### config.mk
export PLATFORM = sky130hd
export DESIGN_NAME = checked_frame_receiver_flat
export DESIGN_NICKNAME = d
export VERILOG_FILES = /design/src/sv/cfr_pkg.sv /design/src/sv/cfr_ifs.sv /design/src/sv/cfr_check.sv /design/src/sv/checked_frame_receiver.sv /design/src/flat_wrapper.sv
export SDC_FILE = /design/constraint.sdc
export NUM_CORES = 1
export LEC_CHECK = 0
export BUFFER_PORTS_ARGS = -buffer_cell sky130_fd_sc_hd__buf_2
export CAP_MARGIN = 10
export CORE_UTILIZATION = 35
export CTS_CLUSTER_SIZE = 40
export DETAILED_ROUTE_END_ITERATION = 6
export HOLD_SLACK_MARGIN = 0.12
export PLACE_DENSITY = 0.66
export SLEW_MARGIN = 10
export SYNTH_ARGS = -nofsm -noshare
export SYNTH_HDL_FRONTEND = slang
export SYNTH_SLANG_ARGS = --single-unit
### constraint.sdc
create_clock -name clock -period 4 [get_ports clock]
set_input_delay 0.4 -clock clock [delete_from_list [all_inputs] [get_ports clock]]
set_output_delay 0.4 -clock clock [all_outputs]
set_load 0.01 [all_outputs]
### src/sv/cfr_pkg.sv
`timescale 1ns / 1ps
// ----------------------------------------------------------------------------
// cfr_pkg: shared types and constants of the checked frame receiver
// register map, frame check positions and the structs passed between modules
// ----------------------------------------------------------------------------
package cfr_pkg;

   localparam int unsigned BYTE_W = 8;
   localparam int unsigned ADDR_W = 5;
   localparam int unsigned DATA_W = 32;

   // register indexes (byte address is 4 * index)
   localparam logic [2:0] REG_FIXED_FRAME_ID     = 3'd0;
   localparam logic [2:0] REG_START_MARK_ONE     = 3'd1;
   localparam logic [2:0] REG_START_MARK_TWO     = 3'd2;
   localparam logic [2:0] REG_STOP_MARK_ZERO     = 3'd3;
   localparam logic [2:0] REG_STOP_MARK_ONE      = 3'd4;
   localparam logic [2:0] REG_STOP_MARK_TWO      = 3'd5;
   localparam logic [2:0] REG_FIXED_FRAME_LENGTH = 3'd6;

   localparam logic [BYTE_W-1:0] FIXED_FRAME_LENGTH_RST = 8'd47;

   // frame positions with fixed meaning
   localparam logic [BYTE_W-1:0] POS_ID         = 8'd0;
   localparam logic [BYTE_W-1:0] POS_LENGTH     = 8'd1;
   localparam logic [BYTE_W-1:0] POS_START_TWO  = 8'd2;
   localparam logic [BYTE_W-1:0] STOP_POS_ZERO  = 8'd44;
   localparam logic [BYTE_W-1:0] STOP_POS_ONE   = 8'd45;
   localparam logic [BYTE_W-1:0] STOP_POS_TWO   = 8'd46;
   localparam logic [BYTE_W-1:0] MIN_FRAME_LENGTH = 8'd3;

   localparam logic [BYTE_W-1:0] FRAME_LENGTH_RST = 8'd255;
   localparam logic [BYTE_W-1:0] FRAME_ID_RST     = 8'd255;

   typedef struct packed {
      logic [BYTE_W-1:0] fixed_frame_id;
      logic [BYTE_W-1:0] start_mark_one;
      logic [BYTE_W-1:0] start_mark_two;
      logic [BYTE_W-1:0] stop_mark_zero;
      logic [BYTE_W-1:0] stop_mark_one;
      logic [BYTE_W-1:0] stop_mark_two;
      logic [BYTE_W-1:0] fixed_frame_length;
   } cfr_cfg_type;

   typedef struct packed {
      logic [BYTE_W-1:0] write_position;
      logic [BYTE_W-1:0] frame_length;
      logic [BYTE_W-1:0] frame_id;
   } cfr_state_type;

   typedef struct packed {
      logic              store_valid;
      logic [BYTE_W-1:0] store_index;
      logic [BYTE_W-1:0] store_value;
      logic              rejected;
      logic              frame_done;
      logic              is_fixed_frame;
   } cfr_result_type;

endpackage

### src/sv/cfr_ifs.sv
`timescale 1ns / 1ps
// ----------------------------------------------------------------------------
// cfr_ifs: channel interfaces of the checked frame receiver
// received byte channel and framing result channel, valid/ready handshake
// ----------------------------------------------------------------------------
interface cfr_req_if;
   logic       valid;
   logic       ready;
   logic [7:0] rx_byte;

   modport source (output valid, output rx_byte, input ready);
   modport sink   (input valid, input rx_byte, output ready);
endinterface

interface cfr_rsp_if;
   logic       valid;
   logic       ready;
   logic       store_valid;
   logic [7:0] store_index;
   logic [7:0] store_value;
   logic       rejected;
   logic       frame_done;
   logic       is_fixed_frame;

   modport source (output valid, output store_valid, output store_index,
                   output store_value, output rejected, output frame_done,
                   output is_fixed_frame, input ready);
   modport sink   (input valid, input store_valid, input store_index,
                   input store_value, input rejected, input frame_done,
                   input is_fixed_frame, output ready);
endinterface

### src/sv/cfr_check.sv
`timescale 1ns / 1ps
// ----------------------------------------------------------------------------
// cfr_check: per-byte frame check
// checks one byte against its frame position, gives the result and next state
// ----------------------------------------------------------------------------
module cfr_check #(
   parameter logic [cfr_pkg::BYTE_W-1:0] STOP_POS_ZERO = cfr_pkg::STOP_POS_ZERO,
   parameter logic [cfr_pkg::BYTE_W-1:0] STOP_POS_ONE  = cfr_pkg::STOP_POS_ONE,
   parameter logic [cfr_pkg::BYTE_W-1:0] STOP_POS_TWO  = cfr_pkg::STOP_POS_TWO
) (
   input  logic [7:0]              rx_byte,
   input  cfr_pkg::cfr_cfg_type    cfg,
   input  cfr_pkg::cfr_state_type  state,
   output cfr_pkg::cfr_state_type  state_next,
   output cfr_pkg::cfr_result_type result
);
   import cfr_pkg::*;

   logic [BYTE_W-1:0] pos;
   logic [BYTE_W-1:0] pos_next;
   logic [BYTE_W-1:0] value;
   logic              fixed;
   logic              bad;

   always_comb begin
      // position at or past the stored length starts a new frame
      pos   = (state.write_position >= state.frame_length) ? POS_ID : state.write_position;
      fixed = (state.frame_id == cfg.fixed_frame_id);
      value = rx_byte;
      bad   = 1'b0;
      if (pos == POS_ID) begin
         bad = (rx_byte == '0);
      end else if (pos == POS_LENGTH) begin
         if (rx_byte < MIN_FRAME_LENGTH) begin
            bad = 1'b1;
         end else if (fixed) begin
            bad   = (rx_byte != cfg.start_mark_one);
            value = cfg.fixed_frame_length;
         end
      end else if (pos == POS_START_TWO) begin
         bad = fixed && (rx_byte != cfg.start_mark_two);
      end else if (pos == STOP_POS_ZERO) begin
         bad = fixed && (rx_byte != cfg.stop_mark_zero);
      end else if (pos == STOP_POS_ONE) begin
         bad = fixed && (rx_byte != cfg.stop_mark_one);
      end else if (pos == STOP_POS_TWO) begin
         bad = fixed && (rx_byte != cfg.stop_mark_two);
      end
   end

   assign pos_next = pos + 8'd1;

   always_comb begin
      state_next = state;
      if (bad) begin
         state_next.write_position = '0;
      end else begin
         state_next.write_position = pos_next;
         if (pos == POS_ID) begin
            state_next.frame_id = value;
         end else if (pos == POS_LENGTH) begin
            state_next.frame_length = value;
         end
      end
   end

   always_comb begin
      result.store_valid    = !bad;
      result.store_index    = bad ? '0 : pos;
      result.store_value    = bad ? '0 : value;
      result.rejected       = bad;
      result.frame_done     = !bad && (pos_next == state_next.frame_length);
      result.is_fixed_frame = (state_next.frame_id == cfg.fixed_frame_id);
   end

endmodule

### src/sv/checked_frame_receiver.sv
`timescale 1ns / 1ps
// ----------------------------------------------------------------------------
// checked_frame_receiver: frames a stream of received serial bytes
// checks each byte against its frame position and reports where it belongs
// ----------------------------------------------------------------------------
//  port group | direction | contents
//  req        | in        | rx_byte, one transfer per received byte
//  rsp        | out       | store_valid/index/value, rejected, frame_done,
//             |           | is_fixed_frame, one transfer per received byte
//  apb        | in/out    | seven 8-bit registers at byte address 4*index
//
//  one byte a cycle sustained while rsp is ready: a byte is held in the
//  input register, the check and the state update happen as it moves into
//  the result register; rsp valid rises once the byte has passed through
//  the input register and then the result register
//  reset (synchronous) clears framing state and loads register reset values
//  a stalled rsp holds the result; the input register takes one more byte,
//  then req ready drops until the result moves on
// ----------------------------------------------------------------------------
module checked_frame_receiver #(
   parameter logic [cfr_pkg::BYTE_W-1:0] STOP_POS_ZERO = cfr_pkg::STOP_POS_ZERO,
   parameter logic [cfr_pkg::BYTE_W-1:0] STOP_POS_ONE  = cfr_pkg::STOP_POS_ONE,
   parameter logic [cfr_pkg::BYTE_W-1:0] STOP_POS_TWO  = cfr_pkg::STOP_POS_TWO
) (
   input  logic                        clock,
   input  logic                        reset,
   cfr_req_if.sink                     req,
   cfr_rsp_if.source                   rsp,
   input  logic                        psel,
   input  logic                        penable,
   input  logic                        pwrite,
   input  logic [cfr_pkg::ADDR_W-1:0]  paddr,
   input  logic [cfr_pkg::DATA_W-1:0]  pwdata,
   output logic [cfr_pkg::DATA_W-1:0]  prdata,
   output logic                        pready
);
   import cfr_pkg::*;

   // configuration registers
   cfr_cfg_type    cfg_ff;
   logic           csr_write;
   logic [2:0]     csr_index;

   // input register
   logic              in_valid_ff;
   logic [BYTE_W-1:0] in_byte_ff;
   logic              advance;

   // framing state and result register
   cfr_state_type  state_ff;
   cfr_state_type  state_in;
   cfr_result_type result_in;
   cfr_result_type rsp_ff;
   logic           rsp_valid_ff;

   // ---------------------------------------------------------------- apb
   assign pready    = 1'b1;
   assign csr_write = psel && penable && pwrite;
   assign csr_index = paddr[4:2];

   always_ff @(posedge clock) begin
      if (reset) begin
         cfg_ff.fixed_frame_id     <= '0;
         cfg_ff.start_mark_one     <= '0;
         cfg_ff.start_mark_two     <= '0;
         cfg_ff.stop_mark_zero     <= '0;
         cfg_ff.stop_mark_one      <= '0;
         cfg_ff.stop_mark_two      <= '0;
         cfg_ff.fixed_frame_length <= FIXED_FRAME_LENGTH_RST;
      end else if (csr_write) begin
         case (csr_index)
            REG_FIXED_FRAME_ID:     cfg_ff.fixed_frame_id     <= pwdata[7:0];
            REG_START_MARK_ONE:     cfg_ff.start_mark_one     <= pwdata[7:0];
            REG_START_MARK_TWO:     cfg_ff.start_mark_two     <= pwdata[7:0];
            REG_STOP_MARK_ZERO:     cfg_ff.stop_mark_zero     <= pwdata[7:0];
            REG_STOP_MARK_ONE:      cfg_ff.stop_mark_one      <= pwdata[7:0];
            REG_STOP_MARK_TWO:      cfg_ff.stop_mark_two      <= pwdata[7:0];
            REG_FIXED_FRAME_LENGTH: cfg_ff.fixed_frame_length <= pwdata[7:0];
            default: begin
               // unmapped address, write dropped
            end
         endcase
      end
   end

   always_comb begin
      prdata = '0;
      case (csr_index)
         REG_FIXED_FRAME_ID:     prdata[7:0] = cfg_ff.fixed_frame_id;
         REG_START_MARK_ONE:     prdata[7:0] = cfg_ff.start_mark_one;
         REG_START_MARK_TWO:     prdata[7:0] = cfg_ff.start_mark_two;
         REG_STOP_MARK_ZERO:     prdata[7:0] = cfg_ff.stop_mark_zero;
         REG_STOP_MARK_ONE:      prdata[7:0] = cfg_ff.stop_mark_one;
         REG_STOP_MARK_TWO:      prdata[7:0] = cfg_ff.stop_mark_two;
         REG_FIXED_FRAME_LENGTH: prdata[7:0] = cfg_ff.fixed_frame_length;
         default:                prdata      = '0;
      endcase
   end

   // ---------------------------------------------------------------- pipeline
   // the byte moves on whenever the result register is free or being emptied
   assign advance   = in_valid_ff && (!rsp_valid_ff || rsp.ready);
   assign req.ready = !in_valid_ff || advance;

   always_ff @(posedge clock) begin
      if (reset) begin
         in_valid_ff <= 1'b0;
      end else if (req.ready) begin
         in_valid_ff <= req.valid;
      end
   end

   // payload, no reset needed
   always_ff @(posedge clock) begin
      if (req.valid && req.ready) begin
         in_byte_ff <= req.rx_byte;
      end
   end

   cfr_check #(
      .STOP_POS_ZERO (STOP_POS_ZERO),
      .STOP_POS_ONE  (STOP_POS_ONE),
      .STOP_POS_TWO  (STOP_POS_TWO)
   ) u_check (
      .rx_byte    (in_byte_ff),
      .cfg        (cfg_ff),
      .state      (state_ff),
      .state_next (state_in),
      .result     (result_in)
   );

   // framing state only changes as a byte is checked
   always_ff @(posedge clock) begin
      if (reset) begin
         state_ff.write_position <= '0;
         state_ff.frame_length   <= FRAME_LENGTH_RST;
         state_ff.frame_id       <= FRAME_ID_RST;
      end else if (advance) begin
         state_ff <= state_in;
      end
   end

   always_ff @(posedge clock) begin
      if (reset) begin
         rsp_valid_ff <= 1'b0;
      end else if (advance) begin
         rsp_valid_ff <= 1'b1;
      end else if (rsp.ready) begin
         rsp_valid_ff <= 1'b0;
      end
   end

   always_ff @(posedge clock) begin
      if (advance) begin
         rsp_ff <= result_in;
      end
   end

   assign rsp.valid          = rsp_valid_ff;
   assign rsp.store_valid    = rsp_ff.store_valid;
   assign rsp.store_index    = rsp_ff.store_index;
   assign rsp.store_value    = rsp_ff.store_value;
   assign rsp.rejected       = rsp_ff.rejected;
   assign rsp.frame_done     = rsp_ff.frame_done;
   assign rsp.is_fixed_frame = rsp_ff.is_fixed_frame;

   // ---------------------------------------------------------------- checks
   // a rejected byte restarts framing at position zero
   a_reject_restarts: assert property (@(posedge clock) disable iff (reset)
      advance && result_in.rejected |=> state_ff.write_position == '0)
      else $error("write position not cleared after a rejected byte");

   // a completed frame leaves the position equal to the stored length
   a_done_at_length: assert property (@(posedge clock) disable iff (reset)
      advance && result_in.frame_done |=> state_ff.write_position == state_ff.frame_length)
      else $error("frame done without position reaching length");

   // a held byte is neither lost nor overwritten
   a_input_held: assert property (@(posedge clock) disable iff (reset)
      in_valid_ff && !advance |=> in_valid_ff && $stable(in_byte_ff))
      else $error("input register changed while stalled");

   // a stored byte and a reject never come together
   a_result_exclusive: assert property (@(posedge clock) disable iff (reset)
      rsp_valid_ff |-> (rsp_ff.store_valid != rsp_ff.rejected)
                       && !(rsp_ff.rejected && rsp_ff.frame_done))
      else $error("inconsistent result flags");

endmodule

### src/flat_wrapper.sv
// flat-port wrapper written by rule: the top's interface ports become plain ports
module checked_frame_receiver_flat import cfr_pkg::*;
#(
   parameter logic [cfr_pkg::BYTE_W-1:0] STOP_POS_ZERO = cfr_pkg::STOP_POS_ZERO,
   parameter logic [cfr_pkg::BYTE_W-1:0] STOP_POS_ONE  = cfr_pkg::STOP_POS_ONE,
   parameter logic [cfr_pkg::BYTE_W-1:0] STOP_POS_TWO  = cfr_pkg::STOP_POS_TWO
)
  (clock, reset, psel, penable, pwrite, paddr, pwdata, prdata, pready, req_valid, req_rx_byte, req_ready, rsp_valid, rsp_store_valid, rsp_store_index, rsp_store_value, rsp_rejected, rsp_frame_done, rsp_is_fixed_frame, rsp_ready);
  cfr_req_if req_i ();
  cfr_rsp_if rsp_i ();
  input  logic clock;
  input  logic reset;
  input  logic psel;
  input  logic penable;
  input  logic pwrite;
  input  logic [cfr_pkg::ADDR_W-1:0] paddr;
  input  logic [cfr_pkg::DATA_W-1:0] pwdata;
  output logic [cfr_pkg::DATA_W-1:0] prdata;
  output logic pready;
  input wire logic [$bits(req_i.valid)-1:0] req_valid;
  input wire logic [$bits(req_i.rx_byte)-1:0] req_rx_byte;
  output wire logic [$bits(req_i.ready)-1:0] req_ready;
  output wire logic [$bits(rsp_i.valid)-1:0] rsp_valid;
  output wire logic [$bits(rsp_i.store_valid)-1:0] rsp_store_valid;
  output wire logic [$bits(rsp_i.store_index)-1:0] rsp_store_index;
  output wire logic [$bits(rsp_i.store_value)-1:0] rsp_store_value;
  output wire logic [$bits(rsp_i.rejected)-1:0] rsp_rejected;
  output wire logic [$bits(rsp_i.frame_done)-1:0] rsp_frame_done;
  output wire logic [$bits(rsp_i.is_fixed_frame)-1:0] rsp_is_fixed_frame;
  input wire logic [$bits(rsp_i.ready)-1:0] rsp_ready;
  assign req_i.valid = req_valid;
  assign req_i.rx_byte = req_rx_byte;
  assign req_ready = req_i.ready;
  assign rsp_valid = rsp_i.valid;
  assign rsp_store_valid = rsp_i.store_valid;
  assign rsp_store_index = rsp_i.store_index;
  assign rsp_store_value = rsp_i.store_value;
  assign rsp_rejected = rsp_i.rejected;
  assign rsp_frame_done = rsp_i.frame_done;
  assign rsp_is_fixed_frame = rsp_i.is_fixed_frame;
  assign rsp_i.ready = rsp_ready;
  checked_frame_receiver #(.STOP_POS_ZERO(STOP_POS_ZERO), .STOP_POS_ONE(STOP_POS_ONE), .STOP_POS_TWO(STOP_POS_TWO)) u_core (.clock(clock), .reset(reset), .req(req_i), .rsp(rsp_i), .psel(psel), .penable(penable), .pwrite(pwrite), .paddr(paddr), .pwdata(pwdata), .prdata(prdata), .pready(pready));
endmodule
; ---- Yosys cells after proc, flatten, opt, wreduce, memory -nomap -nowiden
; Cells that the tools add are included.
[totals]
reg_bits = 110
in_bits = 52
out_inout_bits = 55
[classes]
n_addsub = 1
order_cmp = 2
eq_ne = 19
muxes = 21
reduce_logical = 25
[op_table]
columns = op, n
row1 = two-way mux 8 bit, 9
row2 = one-hot mux 8 bit (7 select lines), 1
row3 = != test 8 bit, 5
row4 = "== test 8 x 6 -> 1 bit, second input constant", 3
row5 = == test 8 bit, 3
row6 = zero test 8 bit, 2
row7 = two-way mux 16 bit, 1
row8 = AND reduction 2 bit, 7
row9 = two-way mux 1 bit, 10
row10 = "== test 3 bit, second input constant", 3
row11 = logical AND 1 bit, 9
row12 = "adder 8 x 1 -> 8 bit, second input constant", 1
row13 = "== test 8 x 1 -> 1 bit, second input constant", 1
row14 = "== test 8 x 2 -> 1 bit, second input constant", 1
row15 = greater-or-equal comparator 8 bit, 1
row16 = "< comparator 8 x 2 -> 1 bit, second input constant", 1
row17 = "== test 3 x 2 -> 1 bit, second input constant", 2
row18 = "== test 3 x 1 -> 1 bit, second input constant", 1
row19 = zero test 1 bit, 3
row20 = zero test 3 bit, 1
row21 = logical OR 1 bit, 2
row22 = nonzero test 2 bit, 1

; ---- Logic depth before layout (Yosys ltp)
; Gate-level depths: netlist of the first run.
[logic_depth]
depth_word = 12
ltp_mapped = 19

; ---- By module
; From an unflattened synthesis of the first run, not the netlist that was laid out.
[hier_totals]
cells_unflattened = 708
hier_area_um2 = 6700.2
[by_module_without_submodules]
columns = module, n_inst, cells_per_inst, area_each_um2
row1 = checked_frame_receiver, 1, 430, 4760.8
row2 = cfr_check, 1, 278, 1939.4

; ---- Worst setup path before layout of the first run
; No wires, ideal clock.
[synth_path]
path_type = flip-flop to flip-flop
from = reg u_core.state_ff[9] in the netlist's numbering
to = reg u_core.rsp_ff, in the netlist u_core.rsp.frame_done, data pin
setup_ps = 184
t_arrival_ps = 3762
slack_ps = 54
stages_incl_launch_ff = 19
path_buffers = 2
cell_sequence = dfxtp_1 > inv_1 > ha_1 > nor2b_1 > o211a_1 > o311ai_4 > and2_1 > buf_6 > nand2_1 > ha_1 > nor2b_1 > clkbuf_1 > a21oi_1 > a2bb2oi_1 > nor2_1 > o21ai_0 > nand2_1 > or3_1 > a2111oi_4
[synth_rtl]
columns = item, line_no
row1 = start: declaration, checked_frame_receiver.sv:50  ; cfr_state_type state_ff;
row2 = start signal: assignment, checked_frame_receiver.sv:139  ; state_ff <= state_in;
row3 = end signal: assignment, checked_frame_receiver.sv:155  ; rsp_ff <= result_in;
row4 = end: declaration, checked_frame_receiver.sv:53  ; cfr_result_type rsp_ff;

==> run summary, run 1 <==
• total routing usage reported by global routing: 18.0%
• run status: finished clean
• WP data required: 4160 ps
• Cell Count Post-Placement: 916
• Final TNS setup: 0 ps
• kind of critical path: flop to flop
• ys flop type: dfxtp_1
• cell chosen for the clock root: clkbuf_16
• DIE AREA: 0.0184 mm²
• number of nets in the final layout: 766
• Setup crit end kind: flop
• initial antenna violation count: 0
• post-detailed-route via-to-cell ratio: 5.12
• number of fillers in the final layout: 1703
• RD Place Congestion: 0.867
• number of global-route vias before repair: 4489
• crit path cell chain: inv_1 > ha_1 > nor2b_1 > o211a_1 > o311ai_4 > and2_4 > nand2_1 > ha_1 > nor2b_4 > buf_4 > a21oi_1 > a2bb2oi_1 > nor2_1 > o21ai_1 > nand2_1 > or3_1 > a2111oi_4
• die height: 136 µm
• first element of the critical path: u_core.state_ff[9]
• count of warnings emitted by yosys: 0
• overall routed net length: 15800 µm
• Cell Area, Placed: 0.00675 mm²
• total of max-cap violations: 0
• signal arrival time at the worst endpoint: 3960 ps
• number of hold-slack violations in the final timing report: 0
• multi-input logic area: 0.00347 mm²
• number of optimization iterations in the first detailed-route pass: 4
• leading cell types by total area after synthesis: dfxtp_1, edfxtp_1, mux2i_1
• clock-pin slew of the registers on the worst-case setup and hold paths: 80 ps
• initial core utilization: 36.0%
• TritonCTS buffer count: 9
• Synth area leader: dfxtp_1
• insertion delay to the later sink of the worst-skew pair: 360 ps
• internal reg-to-reg setup slack: 200 ps
• synthesized area per cell: 9.67 µm²
• commonest non-fill, non-tap cells in the layout: nor2_1, dfxtp_1, mux2i_1
• number of enable flip-flop cells after synthesis: 28
• post-CTS setup buffer count: 0
• pin count of the biggest net entering global routing: 83
• gr ovfl total: 0
• Final setup violation count: 0
• slowest stage cell on the critical path: or3_1
• post-route DRC violation count: 0
• wire length of the first global-routing pass: 24900 µm
• Std-Cell Core Area: 0.0174 mm²
• total power after layout: 2.37 mW
• transition at the pin with the smallest max-transition slack: 1010 ps
• CTS tree: done
• synthesized area: 0.00624 mm²
• async set-or-reset flop fraction in the synthesized netlist: 0%
• Layout Area Growth over Synthesis: 13.2%
• worst setup skew after layout: 13.1 ps
• fraction of the yosys area taken by sequential cells: 39.8%
• total inserted antenna cells: 0
• Tcrit/Tclk final: 95.0%
• r2r endpoint: u_core.rsp.frame_done
• number of vias after detailed routing: 4768
• delay of the slowest cell on the worst path: 420 ps
• top-area cell type share of the netlist area: 26.3%
• Antenna Violating Nets Remaining: 0
• max-slew violations: 0
• count of pins on the block boundary: 107
• clock period minus worst slack: 3800 ps
• number of synthesized register bits: 110
• launching point of the worst reg2reg path: u_core.state_ff[9]
• clock sinks: 110
• classification of the worst-slack hold path: input pin to flop
• Port-buffer cells: 55
• leading cell type in the layout, fill and taps excluded: nor2_1
• CTS max path bufs: 2
• fraction of final layout cells sized beyond drive strength 1: 17.4%
• non-filler instance count after layout: 932
• CTS HTree Levels: 3
• Die W: 136 µm
• count of unique library cells instantiated by Yosys: 56
• element type at the critical path start: flop
• peak supply drop: 0.225 mV
• number of DRC markers in iteration 0: 290
• post-DP HPWL: 11200 µm
• critical path endpoint: u_core.rsp.frame_done
• number of rows created at floorplan: 48
• largest fanout on the critical path: 5
• Mapped Cells: 645
• worst slew margin relative to its limit: 32.4%
• Seq. cell area: 0.00248 mm²
• power density of the placed cells: 335 mW/mm²
• Avg WL per Cell: 17.0 µm
• final non-filler cell area: 0.00706 mm²
• static leakage power: 2.82 nW
• worst reg2reg path depth: 17
• Highest Clock Rate: 0.263 GHz
## metrics by stage
| step | hold slack (ps) | setup WS [ps] | utilization (%) |
|---|---|---|---|
| CTS | 205 | 57.6 | 40.6 |
| finish | 216 | 200 | 40.7 |
| detailed placement | 455 | 41.8 | 38.9 |
| floorplan | 435 | 54.0 | - |
| global route | 198 | -6.85 | 40.7 |
| global placement | 445 | 64.0 | 38.9 |
## critical path, delay by kind of cell (launching register included)
family	cells	cell delay [ps]
compound gates	6	1270
simple gates	7	1190
fa+ha+maj	2	560
flops	1	380
buf+inv	2	200
## where the power goes
part	switching (mW)	total (mW)	leakage, nW	internal, mW
clock	0.436	0.923	0.136	0.487
combinational	0.143	0.240	1.75	0.0974
sequential	0.0379	1.21	0.927	1.17
total	0.616	2.37	2.82	1.75
## flip-flops by register name, summed over array words and instances, names as in the netlist, 8 cells and up
signal                  flops
u_core.cfg_ff              56
u_core.state_ff            24
u_core.in_byte_ff           8
u_core.rsp.store_index      8
u_core.rsp.store_value      8
## routing by layer
layer	share of wire, %	up-vias	GRT usage (%)
met5	0	-	0
met1	46	2293	24.3
met4	2.2	0	5.99
met2	46	135	28.4
li1	-	2314	-
met3	5.1	26	4.04
## cells by family (layout without fill, tap and decap cells)
group | after synthesis | count (layout) | synth area share [%]
AOI/OAI and AO/OA | 71 | 71 | 8.94
xor gates and xnor gates | 74 | 74 | 10.5
adders and majority gates | 12 | 12 | 2.41
buffers and inverters | 74 | 113 | 6.26
DFF | 110 | 110 | 39.8
muxes | 94 | 94 | 15.9
other | 2 | 25 | 0.120
and+or+nand+nor | 208 | 208 | 16.1
## Yosys cell counts (all sizes together), types with 5 or more instances
cell    number
nor2        92
dfxtp       82
mux2i       81
xnor2       48
buf         38
nand2       35
edfxtp      28
xor2        26
nor2b       22
clkbuf      21
a211o       19
nand4       19
a21oi       16
inv         15
ha          12
mux2        10
o21ai        8
nand3        7
and3         6
nor4         6
and2         5
nor3         5
o221ai       5
## layout make-up
| class | instances | area share [%] |
|---|---|---|
| clock buffers | 9 | 3.19 |
| clock inverters | 7 | 1.04 |
| inverters | 15 | 0.797 |
| multi-input cells | 484 | 49.1 |
| flip-flops and latches | 110 | 35.1 |
| well taps | 225 | 3.99 |
| repair buffers | 82 | 6.77 |
## worst min path at each step
stage / depth (start not counted) / endpoint / start / slack (ps)
finish: 1 / u_core.in_byte_ff[5] / req_rx_byte[5] / 220
CTS: 1 / u_core.in_byte_ff[5] / req_rx_byte[5] / 200
floorplan: 1 / u_core.state_ff[10] / u_core.state_ff[10] / 440
global route: 1 / u_core.in_byte_ff[2] / req_rx_byte[2] / 200
detailed placement: 1 / u_core.state_ff[14] / u_core.state_ff[14] / 460
global placement: 1 / u_core.state_ff[14] / u_core.state_ff[14] / 450
## what timing repair did
item | 4_1_cts | 5_1_grt
gates resized for setup | 1 | 5
setup endpoints to repair | 1 | 5
gates cloned | 0 | 0
hold buffers | 0 | 0
(Power assumes the default switching activity.)
==> inputs of run 2 (changes only) <==
--- a/config.mk
+++ b/config.mk
@@ -5,11 +5,13 @@
 export SDC_FILE = /design/constraint.sdc
 export NUM_CORES = 1
 export LEC_CHECK = 0
+export ABC_AREA = 1
 export BUFFER_PORTS_ARGS = -buffer_cell sky130_fd_sc_hd__buf_2
 export CAP_MARGIN = 10
 export CORE_UTILIZATION = 35
 export CTS_CLUSTER_SIZE = 40
 export DETAILED_ROUTE_END_ITERATION = 6
+export GPL_ROUTABILITY_DRIVEN = 0
 export HOLD_SLACK_MARGIN = 0.12
 export PLACE_DENSITY = 0.66
 export SLEW_MARGIN = 10
==> run summary, run 2 <==
• Antenna Violating Nets Remaining: 0, unchanged
• WP data required: 4210 ps, +50 ps
• static leakage power: 3.07 nW, +9.1%
• met1 layer usage reported by global route: 26.3%, +2.0 points
• Mapped Cells: 868, +35%
• clock-pin slew of the registers on the worst-case setup and hold paths: 80 ps, about the same
• worst slew margin relative to its limit: 26.8%, -5.6 points
• top-area cell type share of the netlist area: 25.7%, -0.62 points
• CTS max path bufs: 2, unchanged
• insertion delay to the later sink of the worst-skew pair: 360 ps, about the same
• Layout Area Growth over Synthesis: 10.5%
• clock sinks: 110, unchanged
• pin count of the biggest net entering global routing: 56, -33%
• count of warnings emitted by yosys: 0, unchanged
• Seq. cell area: 0.00248 mm², unchanged
• Highest Clock Rate: 0.274 GHz, +4.0%
• overall routed net length: 17200 µm, +8.8%
• Die W: 137 µm, +1.2%
• non-filler instance count after layout: 1146, +23%
• Cell Count Post-Placement: 1130, +23%
• mux cell area share after synthesis: 0%, -16 points
• synthesized area per cell: 7.36 µm², -24%
• transition at the pin with the smallest max-transition slack: 1100 ps, +85.9 ps
• largest register by flop count: u_core.cfg_ff
• pre-CTS setup slack: 360 ps, +318 ps
• most frequent cells after synthesis: nand2_1, nor2_1, inv_1
• Synth Area in Compound Gates: 15.4%, +6.5 points
• Std-Cell Core Area: 0.0179 mm², +3.1%
• number of vias after detailed routing: 5775, +21%
• clock period minus worst slack: 3650 ps, -146 ps
• met3 layer usage reported by global route: 2.85%, -1.2 points
• signal arrival time at the worst endpoint: 3860 ps, -100 ps
• total inserted antenna cells: 0, unchanged
• number of optimization iterations in the first detailed-route pass: 5, +1
• initial core utilization: 35.7%, -0.26 points
• CTS tree: done
• Largest regs: u_core.cfg_ff: 56 flops, u_core.state_ff: 24 flops
• final worst slack: 345 ps, +146 ps
• Setup crit end kind: flop
• number of nets in the final layout: 976, +27%
• GRT Max-Usage Layer: met2
• multi-input logic area: 0.00330 mm², -4.9%
• Port-buffer cells: 55, unchanged
• worst setup skew after layout: 12.5 ps, -0.641 ps
• total power after layout: 2.40 mW, +1.2%
• count of pins on the block boundary: 107, unchanged
• Synth area leader: dfxtp_1
• max-slew violations: 0, unchanged
• DIE AREA: 0.0188 mm², +2.4%
• post-route DRC violation count: 0, unchanged
• fraction of final layout cells sized beyond drive strength 1: 13.2%, -4.2 points
• number of fillers in the final layout: 1888, +11%
• gr ovfl total: 0, unchanged
• total of max-cap violations: 0, unchanged
• Largest register FFs: 56, unchanged
• number of rows created at floorplan: 49, +2.1%
• met2 capacity usage during global routing: 29.8%, +1.4 points
• number of DRC markers in iteration 0: 537, +85%
• number of global-route vias before repair: 5142, +15%
• run status: finished clean
• async set-or-reset flop fraction in the synthesized netlist: 0%, unchanged
• leading cell types by total area after synthesis: dfxtp_1, edfxtp_1, nand2_1
• commonest non-fill, non-tap cells in the layout: nand2_1, nor2_1, inv_1
• leading cell type in the layout, fill and taps excluded: nand2_1
• ys flop type: dfxtp_1
• count of unique library cells instantiated by Yosys: 48, -14%
• most repeated cell in the gate-level netlist after synthesis: nand2_1
• Final TNS setup: 0 ps, unchanged
• number of synthesized register bits: 110, unchanged
• power density of the placed cells: 340 mW/mm², +1.2%
• Avg WL per Cell: 15.0 µm, -12%
• wire length of the first global-routing pass: 27200 µm, +9.2%
• number of enable flip-flop cells after synthesis: 28, unchanged
• main combinational cell family by area after synthesis: simple AND/OR/NAND/NOR gates
• Simple-Gate Fraction of Synth Area: 26.3%, +10 points
• kind of critical path: flop to flop
• initial antenna violation count: 0, unchanged
• fraction of the yosys area taken by sequential cells: 38.8%, -0.93 points
• post-DP HPWL: 12800 µm, +14%
• Tcrit/Tclk final: 91.4%, -3.6 points
• element type at the critical path start: flop
• total routing usage reported by global routing: 19.1%, +1.1 points
• adder and majority gate portion of the synthesized area: 2.35%, -0.057 points
• TritonCTS buffer count: 9, unchanged
• die height: 137 µm, +1.2%
• peak supply drop: 0.207 mV, -7.8%
• classification of the worst-slack hold path: input pin to flop
• synthesized area: 0.00639 mm², +2.4%
• RSZ-0062 raised after global routing: no
• number of hold-slack violations in the final timing report: 0, unchanged
• CTS HTree Levels: 3, unchanged
• Final setup violation count: 0, unchanged
• largest fanout on the critical path: 16, +11
• post-detailed-route via-to-cell ratio: 5.04, -1.5%
• fraction of synthesized cell area in xor and xnor cells: 6.03%, -4.5 points
• cell chosen for the clock root: clkbuf_16
-- run 2: power by group --
group	total, mW	internal, mW	switching (mW)
clock network	0.905	0.481	0.424
registers	1.21	1.18	0.0358
logic	0.281	0.0953	0.185
-- run 2: kinds of logic after synthesis --
kind of cell	after synthesis
simple gates	382
compound gates	169
fa+ha+maj	12
xor+xnor	44
other cells	2
flops	110
buf+inv	149
-- run 2: stage by stage --
step / instance area [µm²] / hold slack (ps) / util, %
final: 7060 / 216 / 39.4
after global routing: 7060 / 210 / 39.4
after CTS: 7060 / 206 / 39.4
after detailed placement: 6760 / 463 / 37.8
after global placement: 6760 / 453 / 37.8
after floorplan: 6480 / 443 / -
-- run 2: metal layers --
layer,vias to the layer above,wire length (µm)
li1,2885,-
met1,2652,8050
met2,208,7590
met3,30,1130
met4,0,423
met5,-,0
-- run 2: repair_timing --
| item | CTS | global route |
|---|---|---|
| endpoints found under the setup margin | 0 | 1 |
| hold buffers | 0 | 0 |
| setup buffers | 0 | 0 |
| gates resized for setup | 0 | 1 |
-- run 2: critical path, cell delays in order (launching register included) --
cell      delay (ps)
dfxtp_1          500
ha_1             310
nand2_1           90
nor2_1            50
nor2_1           100
nand2_2           90
nand2_4          100
nand2_1          140
nor2_1           160
buf_4            140
ha_1             210
nand2_2           90
nor2_4           320
nand3_1          140
nand2_2          150
inv_2             90
nand2_4          170
nor2_4            60
nand2_1           80
nand2_1           90
nand2_1           70
nand2_1           40
nand3b_1         160
nor2_1           150
-- run 2: layout make-up --
type | count | share of cell area (%)
sequential | 110 | 35.2
clock inverter | 4 | 0.408
multi-input combinational | 632 | 46.7
timing repair buffer | 64 | 4.85
clock buffer | 12 | 3.79
inverter | 95 | 5.05
tap | 229 | 4.06
-- run 2: worst paths after layout --
path              depth (start not counted)  slack (ps)           startpoint               endpoint
setup / recovery                         23         350  u_core.state_ff[19]  u_core.rsp.frame_done
hold / removal                            1         220       req_rx_byte[4]   u_core.in_byte_ff[4]
setup reg to reg                         23         350  u_core.state_ff[19]  u_core.rsp.frame_done
hold reg to reg                           2         470  u_core.state_ff[16]    u_core.state_ff[16]
==> inputs of run 3 (changes only) <==
--- a/config.mk
+++ b/config.mk
@@ -6,15 +6,16 @@
 export NUM_CORES = 1
 export LEC_CHECK = 0
 export ABC_AREA = 1
-export BUFFER_PORTS_ARGS = -buffer_cell sky130_fd_sc_hd__buf_2
 export CAP_MARGIN = 10
 export CORE_UTILIZATION = 35
 export CTS_CLUSTER_SIZE = 40
 export DETAILED_ROUTE_END_ITERATION = 6
+export DONT_BUFFER_PORTS = 1
 export GPL_ROUTABILITY_DRIVEN = 0
 export HOLD_SLACK_MARGIN = 0.12
-export PLACE_DENSITY = 0.66
+export PLACE_DENSITY = 0.61
 export SLEW_MARGIN = 10
 export SYNTH_ARGS = -nofsm -noshare
 export SYNTH_HDL_FRONTEND = slang
+export SYNTH_HIERARCHICAL = 1
 export SYNTH_SLANG_ARGS = --single-unit
==> run summary, run 3 <==
• run status: finished clean
• clock period minus worst slack: 3600 ps, -51.2 ps
• CTS tree: done
• CTS max path bufs: 2, unchanged
• async set-or-reset flop fraction in the synthesized netlist: 0%, unchanged
• Port-buffer cells: 0, -100%
• number of DRC markers in iteration 0: 575, +7.1%
• DIE AREA: 0.0213 mm², +13%
• Largest regs: u_core/cfg_ff: 56 flops, u_core/state_ff: 24 flops
• Highest Clock Rate: 0.278 GHz, +1.4%
• final non-filler cell area: 0.00772 mm², +9.4%
• element type at the critical path start: flop
• cell chosen for the clock root: clkbuf_16
• Cells on Worst Hold Path: 2, +1
• worst setup skew after layout: 16.8 ps, +4.38 ps
• Std-Cell Core Area: 0.0202 mm², +13%
• largest fanout on the critical path: 8, -8
• RSZ-0062 raised after global routing: no
• TritonCTS buffer count: 9, unchanged
• worst reg2reg path depth: 21, -8.7%
• post-detailed-route via-to-cell ratio: 4.97, -1.4%
• Cell Area, Placed: 0.00730 mm², +7.9%
• sequential cell fraction of total power: 44.9%, -5.6 points
• Setup crit end kind: flop
• initial core utilization: 35.8%, +0.12 points
• pre-CTS setup slack: 499 ps, +139 ps
• combinational share of power: 17.8%, +6.1 points
• non-filler instance count after layout: 1338, +17%
• ys flop type: dfxtp_1
• peak supply drop: 0.205 mV, -1.3%
• share of power burned in the clock network: 37.3%, -0.4 points
• count of pins on the block boundary: 107, unchanged
• Final TNS setup: 0 ps, unchanged
• Mapped Cells: 1080, +24%
• number of vias after detailed routing: 6648, +15%
• Die W: 146 µm, +6.4%
• launching point of the worst reg2reg path: u_core/state_ff[10]
• wire length of the first global-routing pass: 32600 µm, +20%
• Worst Hold Path EP: u_core/cfg_ff[3]
• synthesized area: 0.00725 mm², +13%
• overall routed net length: 20500 µm, +19%
• Min-Delay Startpoint: pwdata[3]
• WP data required: 4150 ps, -60 ps
• number of nets in the final layout: 1127, +15%
• total inserted antenna cells: 0, unchanged
• initial antenna violation count: 0, unchanged
• pin count of the biggest net entering global routing: 61, +8.9%
• transition at the pin with the smallest max-transition slack: 1130 ps, +32.8 ps
• worst slew margin relative to its limit: 24.6%, -2.2 points
• internal portion of total power: 1.92 mW, +9.4%
• clock sinks: 110, unchanged
• Avg WL per Cell: 15.3 µm, +2.1%
• clock-pin slew of the registers on the worst-case setup and hold paths: 90 ps, about the same
• post-DP HPWL: 14600 µm, +14%
• power density of the placed cells: 359 mW/mm², +5.6%
• commonest non-fill, non-tap cells in the layout: nand2_1, nor2_1, nand3_1
• static leakage power: 3.44 nW, +12%
• number of synthesized register bits: 110, unchanged
• number of hold-slack violations in the final timing report: 0, unchanged
• number of rows created at floorplan: 52, +6.1%
• internal reg-to-reg setup slack: 400 ps, +50 ps
• Cell Count Post-Placement: 1313, +16%
• fraction of final layout cells sized beyond drive strength 1: 7.96%, -5.2 points
• Final setup violation count: 0, unchanged
• total routing usage reported by global routing: 19.7%, +0.61 points
• Antenna Violating Nets Remaining: 0, unchanged
• leading cell type in the layout, fill and taps excluded: nand2_1
• number of global-route vias before repair: 5990, +16%
• count of warnings emitted by yosys: 6, +6
• total of max-cap violations: 0, unchanged
• most frequent cells after synthesis: nand2_1, nor2_1, nand3_1
• top-area cell type share of the netlist area: 22.7%, -3.0 points
• final worst slack: 397 ps, +51.2 ps
• Largest register FFs: 56, unchanged
• classification of the worst-slack hold path: input pin to flop
• number of optimization iterations in the first detailed-route pass: 5, unchanged
• most repeated cell in the gate-level netlist after synthesis: nand2_1
• Tcrit/Tclk final: 90.1%, -1.3 points
• CTS HTree Levels: 3, unchanged
• die height: 146 µm, +6.4%
• post-route DRC violation count: 0, unchanged
• Layout Area Growth over Synthesis: 6.61%
• number of fillers in the final layout: 2168, +15%
• leading cell types by total area after synthesis: dfxtp_1, nand2_1, edfxtp_1
• synthesized area per cell: 6.71 µm², -8.9%
• count of unique library cells instantiated by Yosys: 45, -6.3%
• largest register by flop count: u_core/cfg_ff
• fraction of the yosys area taken by sequential cells: 34.3%, -4.6 points
• total power after layout: 2.77 mW, +16%
• insertion delay to the later sink of the worst-skew pair: 370 ps, about the same
• number of enable flip-flop cells after synthesis: 28, unchanged
• r2r endpoint: u_core/rsp.store_value[7]
• gr ovfl total: 0, unchanged
• Synth area leader: dfxtp_1
• max-slew violations: 0, unchanged
• Net Sw Power: 854 µW, +32%
• signal arrival time at the worst endpoint: 3760 ps, -100 ps
• switching part of the total power: 30.8%, +3.9 points
• kind of critical path: flop to flop
==> run 3: power groups by stage <==
| stage | combinational [mW] | sequential (mW) | clock [mW] |
|---|---|---|---|
| 6_report | 0.494 | 1.24 | 1.03 |
| 5_1_grt | 0.557 | 1.25 | 1.11 |
| 4_1_cts | 0.488 | 1.24 | 1.06 |
| 3_5_place_dp | 0.481 | 1.27 | 0 |
| 3_3_place_gp | 0.477 | 1.27 | 0 |
| 2_1_floorplan | 0.434 | 1.25 | 0 |
==> run 3: per-layer routing <==
metal | up-vias | global-route usage, % | routed length, µm
li1 | 3345 | - | -
met1 | 3023 | 25.8 | 9060
met2 | 245 | 31.5 | 9410
met3 | 35 | 3.95 | 1390
met4 | 0 | 8.53 | 639
met5 | - | 0 | 0
==> run 3: layout make-up <==
class                   instances  area (µm²)  area share (%)
clock buffers                   9         225            2.92
flip-flops and latches        110        2480            32.1
well taps                     270         338            4.37
repair buffers                 18         158            2.04
clock inverters                 7         114            1.47
inverters                      91         344            4.45
multi-input cells             833        4060            52.6
==> run 3: what timing repair did <==
action | in CTS | in global routing
hold buffers | 5 | 4
buffers inserted | 0 | 0
hold endpoints to repair | 6 | 4
gates resized for setup | 0 | 1
setup endpoints to repair | 0 | 1
==> run 3: worst max-delay path by stage <==
stage / slack [ps] / depth (start not counted) / to / from
finish: 400 / 21 / u_core/rsp.store_value[7] / u_core/state_ff[10]
floorplan: 900 / 19 / u_core/rsp.frame_done / u_core/state_ff[15]
CTS: 460 / 20 / u_core/rsp.frame_done / u_core/state_ff[15]
detailed placement: 500 / 22 / u_core/rsp.frame_done / u_core/state_ff[19]
global route: 80 / 21 / u_core/rsp.store_value[7] / u_core/state_ff[10]
global placement: 500 / 19 / u_core/rsp.frame_done / u_core/state_ff[15]
==> run 3: kinds of logic (layout without fill, tap and decap cells) <==
group	count (synthesis)	after routing	synth area share, %
AND/OR/NAND/NOR	704	704	43.4
buffers and inverters	160	125	10.8
flip-flops	110	110	34.3
AO/OA/AOI/OAI	53	53	4.63
XOR/XNOR	39	39	4.71
adder cells (fa/ha/maj)	12	12	2.07
other	2	25	0.104
==> run 3: metrics by stage <==
stage               hold WS (ps)  util, %
finish                       155     38.2
global route                 162     38.2
CTS                          124     38.0
detailed placement           474     36.1
global placement             471     36.1
floorplan                    464        -
==> run 3: worst max-delay path, cell delays in order (launching register included) <==
cell     delay (ps)
dfxtp_1         390
inv_1            80
ha_1            280
nand2_1          70
nor2_1          110
nor2_1           60
nand2_2          70
nand2_4          80
nand2_1         210
inv_1           110
nand2_1         160
ha_1            260
inv_1            90
a21oi_1         130
nand4_1         100
nor2_1          170
nor3_1           70
nand2_1          70
nand2_1          50
a21oi_1         330
inv_2           190
o31ai_1         320
